`src/hw/rtl/sample_history_window_ac_power_assert.svh`:
```
// assertion macros for the sample history window rtl
// no dependencies; included by sample_history_window_ac_power, which checks its own logic
`ifndef SAMPLE_HISTORY_WINDOW_AC_POWER_ASSERT_SVH
`define SAMPLE_HISTORY_WINDOW_AC_POWER_ASSERT_SVH

// same-cycle implication
`define SHWAC_ASSERT_NOW(lbl, clk, rst_n, ante, cons, msg) \
    lbl: assert property (@(posedge clk) disable iff (!rst_n) (ante) |-> (cons)) \
        else $error(msg);

// next-cycle implication
`define SHWAC_ASSERT_NEXT(lbl, clk, rst_n, ante, cons, msg) \
    lbl: assert property (@(posedge clk) disable iff (!rst_n) (ante) |=> (cons)) \
        else $error(msg);

// implication with a delayed consequent
`define SHWAC_ASSERT_DLY2(lbl, clk, rst_n, ante, cons, msg) \
    lbl: assert property (@(posedge clk) disable iff (!rst_n) (ante) |-> ##2 (cons)) \
        else $error(msg);

`endif

```
`src/hw/rtl/shwac_pkg.sv`:
```
// shared types and codes for the sample history window block
// no dependencies; used by shwac_div and sample_history_window_ac_power
`default_nettype none

package shwac_pkg;

    typedef enum logic [1:0] {
        REQ_STORE   = 2'd0,
        REQ_READ    = 2'd1,
        REQ_POWER   = 2'd2,
        REQ_RESTART = 2'd3
    } t_req;

    localparam logic KIND_READ  = 1'b0;
    localparam logic KIND_POWER = 1'b1;

    localparam logic STATUS_OK        = 1'b0;
    localparam logic STATUS_OUT_RANGE = 1'b1;

    typedef struct packed {
        logic busy;
        logic done;
    } t_div_stat;

endpackage

`default_nettype wire

```
`src/hw/rtl/shwac_div.sv`:
```
// divider by a fixed divisor: multiply by its rounded-up reciprocal, one 16-bit slice a cycle
// depends on shwac_pkg for the status struct
`default_nettype none

module shwac_div #(
    parameter int WIDTH   = 33,
    parameter int DIVISOR = 400
) (
    input  wire logic                  i_clk,
    input  wire logic                  i_rst_n,
    input  wire logic                  i_start,
    input  wire logic [WIDTH-1:0]      i_dividend,
    output shwac_pkg::t_div_stat       o_stat,
    output logic      [WIDTH-1:0]      o_quotient
);
    import shwac_pkg::*;

    // floor(x / d) equals (x * ceil(2**SH / d)) >> SH for every x below 2**WIDTH
    localparam int SH  = WIDTH + $clog2(DIVISOR);
    localparam int SL  = 16;
    localparam int NSL = (WIDTH + 1 + SL - 1) / SL;
    localparam int MPW = NSL * SL;
    localparam int AW  = WIDTH + MPW;
    localparam int KW  = $clog2(NSL + 1);
    localparam logic [MPW-1:0] RECIP =
        MPW'(((64'd1 << SH) + 64'(DIVISOR) - 64'd1) / 64'(DIVISOR));

    logic             r_busy;
    logic             r_done;
    logic [KW-1:0]    r_cnt;
    logic [WIDTH-1:0] r_x;
    logic [MPW-1:0]   r_m;
    logic [AW-1:0]    r_acc;

    logic [WIDTH+SL-1:0] slice_prod;

    assign slice_prod = (WIDTH + SL)'(r_x) * (WIDTH + SL)'(r_m[MPW-1 -: SL]);

    always_ff @(posedge i_clk) begin
        if (!i_rst_n) begin
            r_busy <= 1'b0;
            r_done <= 1'b0;
            r_cnt  <= '0;
        end else begin
            r_done <= 1'b0;
            if (i_start && !r_busy) begin
                r_busy <= 1'b1;
                r_cnt  <= '0;
                r_x    <= i_dividend;
                r_m    <= RECIP;
                r_acc  <= '0;
            end else if (r_busy) begin
                // top slice of the reciprocal first
                r_acc <= {r_acc[AW-SL-1:0], {SL{1'b0}}} + AW'(slice_prod);
                r_m   <= {r_m[MPW-SL-1:0], {SL{1'b0}}};
                if (r_cnt == KW'(NSL - 1)) begin
                    r_busy <= 1'b0;
                    r_done <= 1'b1;
                end else begin
                    r_cnt <= r_cnt + 1'b1;
                end
            end
        end
    end

    assign o_stat.busy = r_busy;
    assign o_stat.done = r_done;
    assign o_quotient  = WIDTH'(r_acc >> SH);

endmodule

`default_nettype wire

```
`config.mk`:
```
export PLATFORM = sky130hd
export DESIGN_NAME = shwac_div
export DESIGN_NICKNAME = d
export VERILOG_FILES = /design/src/hw/rtl/sample_history_window_ac_power_assert.svh /design/src/hw/rtl/shwac_pkg.sv /design/src/hw/rtl/shwac_div.sv
export SDC_FILE = /design/constraint.sdc
export NUM_CORES = 1
export LEC_CHECK = 0
export BUFFER_PORTS_ARGS = -buffer_cell sky130_fd_sc_hd__buf_2
export CAP_MARGIN = 10
export CORE_UTILIZATION = 25
export DETAILED_ROUTE_END_ITERATION = 6
export GPL_ROUTABILITY_DRIVEN = 1
export MAX_ROUTING_LAYER = met4
export PLACE_DENSITY = 0.35
export SYNTH_ARGS = -nofsm -noshare
export SYNTH_HDL_FRONTEND = slang
export SYNTH_SLANG_ARGS = --single-unit
```
`constraint.sdc`:
```
create_clock -name i_clk -period 13 [get_ports i_clk]
set_input_delay 0.65 -clock i_clk [delete_from_list [all_inputs] [get_ports i_clk]]
set_output_delay 0.65 -clock i_clk [all_outputs]
set_load 0.05 [all_outputs]
```
# Yosys cells after proc, flatten, opt, wreduce, memory -nomap -nowiden
# Index checks and enable logic that the tools add are counted.
dict set report totals {
  ff_bits 146
  output_inout_bits 35
  wordCells 27
}
dict set report classes {
  addsub 2
  multipliers 1
  n_eq_ne 1
  muxes 6
  bitwise_logic 3
  n_reduce_logical 8
}
# operator n
set ops {}
lappend ops {{75-bit by 49-bit adder with 75-bit output} 1}
lappend ops {{75-bit two-way mux} 1}
lappend ops {{33-bit by 15-bit multiplier with 48-bit output} 1}
lappend ops {{48-bit two-way mux} 1}
lappend ops {{2-bit AND reduction} 3}
lappend ops {{1-bit two-way mux} 4}
lappend ops {{1-bit inverter} 3}
lappend ops {{3-bit OR reduction} 1}
lappend ops {{2-bit by 1-bit adder with 2-bit output, second input constant} 1}
lappend ops {{2-bit == test, second input constant} 1}
lappend ops {{2-bit nonzero test} 1}
lappend ops {{2-bit OR reduction} 1}
lappend ops {{1-bit logical AND} 1}
lappend ops {{1-bit zero test} 1}

# Depth between registers and ports, before layout
dict set report depth {
  word_depth 4
  mapped_depth 38
  depth_no_buf 33
}

# Least setup slack after synthesis
# No wires, ideal clock.
dict set report synth_path {
  kind {register to register}
  from {reg r_m[43]}
  to {reg r_acc[56] (data pin)}
  arrival_time_ns 8.113
  required_time_ns 12.732
  path_slack_ns 4.619
  path_stages_with_launch 36
  path_buffers 5
  period_less_slack_ns 8.381
  cell_sequence {edfxtp_1 > clkbuf_1 > clkbuf_1 > buf_1 > nand2_1 > inv_1 > fa_1 > inv_1 > fa_1 > inv_1 > fa_1 > fa_1 > fa_1 > inv_1 > fa_1 > inv_1 > ha_1 > clkbuf_1 > a21oi_1 > inv_1 > a311oi_1 > a21oi_1 > a41oi_1 > o21ai_0 > nand2b_1 > xnor2_1 > ha_1 > a21oi_1 > o21bai_1 > a21oi_1 > nor2b_1 > a211oi_1 > and2_1 > clkbuf_1 > nor4b_1 > mux2i_1}
}
dict set report synth_via {
  elab_chain_len 3
}
# item line
set synth_rtl {}
lappend synth_rtl {{start, declared} shwac_div.sv:32} ;# logic [MPW-1:0] r_m;
lappend synth_rtl {{start signal, assigned} shwac_div.sv:55} ;# r_m <= {r_m[MPW-SL-1:0], {SL{1'b0}}};
lappend synth_rtl {{33-bit by 15-bit multiplier with 48-bit output} shwac_div.sv:37} ;# assign slice_prod = (WIDTH + SL)'(r_x) * (WIDTH + SL)'(r_m[MPW-1 -: SL]);
lappend synth_rtl {{75-bit by 49-bit adder with 75-bit output} shwac_div.sv:54} ;# r_acc <= {r_acc[AW-SL-1:0], {SL{1'b0}}} + AW'(slice_prod);
lappend synth_rtl {{75-bit two-way mux} shwac_div.sv:52} ;# end else if (r_busy) begin
lappend synth_rtl {{end signal, assigned} shwac_div.sv:54}
lappend synth_rtl {{end, declared} shwac_div.sv:33} ;# logic [AW-1:0] r_acc;
# No other way between the ends. The select of a mux whose other input is x is not followed.
# A chain may end at the register's enable or synchronous reset.

# Final worst setup path
dict set report layout_path {
  from {reg r_m[42]}
  to {reg r_acc[74] (data pin)}
}
# Same word-level chain as after synthesis.

==> impl_metrics.json <==
{
  "async_reset_ff_share_pct": 0,
  "routed_via_density": 4.38,
  "synth_area_mm2": 0.0202,
  "gp_congestion": 0.840,
  "clock_sink_count": 117,
  "worst-slew-pin-transition_ps": 1130,
  "syn-instance-count": 2171,
  "grt_pass1_wl_mm": 93.7,
  "diodes": 0,
  "setup_tns_ps": 0,
  "pin_count": 71,
  "fin_nets": 2723,
  "worstPathMaxFanout": 49,
  "final_common_cell": "inv_1",
  "cp-end-kind": "flop",
  "final_cell_area_mm2": 0.0220,
  "gr-total-overflow": 0,
  "area_growth_pct": 8.72,
  "seq_area_mm2": 0.00347,
  "cts_buffers": 17,
  "grt_usage_pct": 15.6,
  "multi_input_area_mm2": 0.0144,
  "grt_max_degree": 59,
  "vias": 14110,
  "synth-edff-count": 113,
  "maxCapViolCount": 0,
  "htree_levels": 4,
  "die_area_mm2": 0.0821,
  "clock_latency_ps": 490,
  "max_freq_mhz": 103,
  "slew_headroom_pct": 24.4,
  "ys_seq_elements": 117,
  "drv_slew": 0,
  "worstPathArrival_ps": 9950,
  "drive_gt1_share_pct": 5.89,
  "ys_seq_area_share_pct": 17.2,
  "rsz0062_at_grt": "false",
  "ctsHoldBuffers": 0,
  "ys.flop_type": "edfxtp_1",
  "fp.dieW_um": 287,
  "ys_warn_count": 0,
  "ys_types": 65,
  "worstPathRequired_ps": 13200,
  "fp.coreArea_mm2": 0.0795,
  "slowest_delay_ps": 820,
  "drt_iter0_markers": 782,
  "post-route-min-period_ps": 9750,
  "port-buffer-count": 70,
  "wirelength_mm": 59.8,
  "criticalPathCategory": "reg -> reg",
  "cts_resized": 0,
  "dr.pass1.iters": 5,
  "initial_core_util_pct": 25.5,
  "dp_hpwl_mm": 49.7,
  "cts.clk_slew.worst_paths_ps": 90,
  "clock_path_buffers": 2,
  "hold_class": "in -> reg",
  "finalSetupViolations": 0,
  "cts_root_buf": "clkbuf_16",
  "post_cts_buffers": 0,
  "cp-start-kind": "flop",
  "drc": 0,
  "grt_pass1_vias": 15514,
  "place_area_mm2": 0.0214,
  "avgSynthCellArea_um2": 9.32,
  "hold_viol_final": 0,
  "synth_nets": 2732,
  "post_drt_wl_per_cell_um": 18.5,
  "postRouteAntennaNets": 0,
  "final_cell_mix": "inv_1, fa_1, ha_1",
  "cts_tree": "done",
  "rows": 103,
  "antenna_found_initial": 0,
  "nFillCells": 8456,
  "die_h_um": 287,
  "min_period_over_period_pct": 75.0,
  "status": "finished, final reports clean",
  "cpMaxStageDelayCell": "a211oi_1",
  "fin_skew_ps": 22.7
}
[registers in the layout (all words and copies together), names as in the netlist]
register and count:
r_x 33, r_acc 74, r_done 1, r_cnt 2, r_busy 1, r_m 6
[routing by layer]
| layer | wire [µm] | track usage, % | up-vias | share of wire [%] |
|---|---|---|---|---|
| met3 | 1340 | 1.87 | 46 | 2.2 |
| met5 | 0 | - | - | 0 |
| met2 | 28200 | 24.6 | 202 | 47 |
| li1 | - | - | 6846 | - |
| met4 | 839 | 3.68 | 0 | 1.4 |
| met1 | 29400 | 21.2 | 7016 | 49 |
[critical path: cells and delay by family (launching register included)]
kind | cells | cell delay (ps)
buffers and inverters | 3 | 560
AO/OA/AOI/OAI | 10 | 3210
adder cells (fa/ha/maj) | 7 | 3450
flip-flops | 1 | 400
AND/OR/NAND/NOR | 6 | 1470
XOR/XNOR | 1 | 290
[final timing paths]
kind | startpoint | slack, ps | endpoint | cells after the start
max | r_m[42] | 3250 | r_acc[74] | 27
min | i_dividend[8] | 330 | r_x[8] | 1
max reg2reg | r_m[42] | 3250 | r_acc[74] | 27
min reg2reg | r_m[27] | 520 | r_m[43] | 1
[final cells by class]
type	instances	area share, %
multi-input combinational	1449	65.3
sequential	117	15.8
inverter	498	8.49
tap	1050	5.97
clock buffer	18	1.95
timing repair buffer	79	1.90
clock inverter	14	0.654
[kinds of logic after synthesis]
logic type / Yosys count / synth area share [%]
buffers and inverters: 605 / 11.9
multiplexers: 9 / 0.445
AO/OA/AOI/OAI: 317 / 9.82
XOR/XNOR: 124 / 5.37
adder cells (fa/ha/maj): 527 / 43.8
flip-flops: 117 / 17.2
AND/OR/NAND/NOR: 472 / 11.5
[synthesized netlist by cell type (3+ instances only)]
cell / instances / area share, %
nor3_2: 4 / 0.20
o221ai_1: 4 / 0.17
fa_1: 302 / 30
o31ai_1: 9 / 0.33
a21o_1: 23 / 0.85
nand4_1: 26 / 0.80
nor4_1: 3 / 0.093
clkbuf_1: 61 / 1.1
a21boi_0: 4 / 0.15
or3_1: 12 / 0.37
xor2_1: 55 / 2.4
buf_4: 36 / 1.3
buf_2: 3 / 0.074
inv_1: 497 / 9.2
nand3_1: 33 / 0.82
mux2i_1: 9 / 0.45
a21oi_1: 137 / 3.4
nor2b_1: 6 / 0.19
edfxtp_1: 113 / 17
a211oi_1: 7 / 0.26
xnor2_1: 69 / 3.0
o211ai_1: 7 / 0.26
dfxtp_1: 4 / 0.40
ha_1: 223 / 14
and2_1: 100 / 3.1
nor2_1: 87 / 1.6
nand2b_1: 11 / 0.34
nor3b_1: 3 / 0.11
nor3_1: 7 / 0.17
nand2_1: 154 / 2.9
a31oi_1: 14 / 0.43
o21ai_1: 4 / 0.099
o21a_1: 10 / 0.37
o21ai_0: 53 / 1.3
o21bai_1: 16 / 0.59
or4_1: 5 / 0.19
and3_1: 17 / 0.53
buf_1: 6 / 0.11
[per-stage QoR]
stage	setup slack [ps]	util, %	instances	hold WS [ps]
after floorplan	4620	-	2171	483
after global placement	3230	27.0	3193	503
after detailed placement	3220	27.0	3193	508
after CTS	3160	27.7	3225	286
after global routing	2470	27.7	3225	294
final	3250	27.7	3225	325
Power is not shown: default switching activity piles up to over one toggle a cycle in this logic, so the estimate is an artifact.
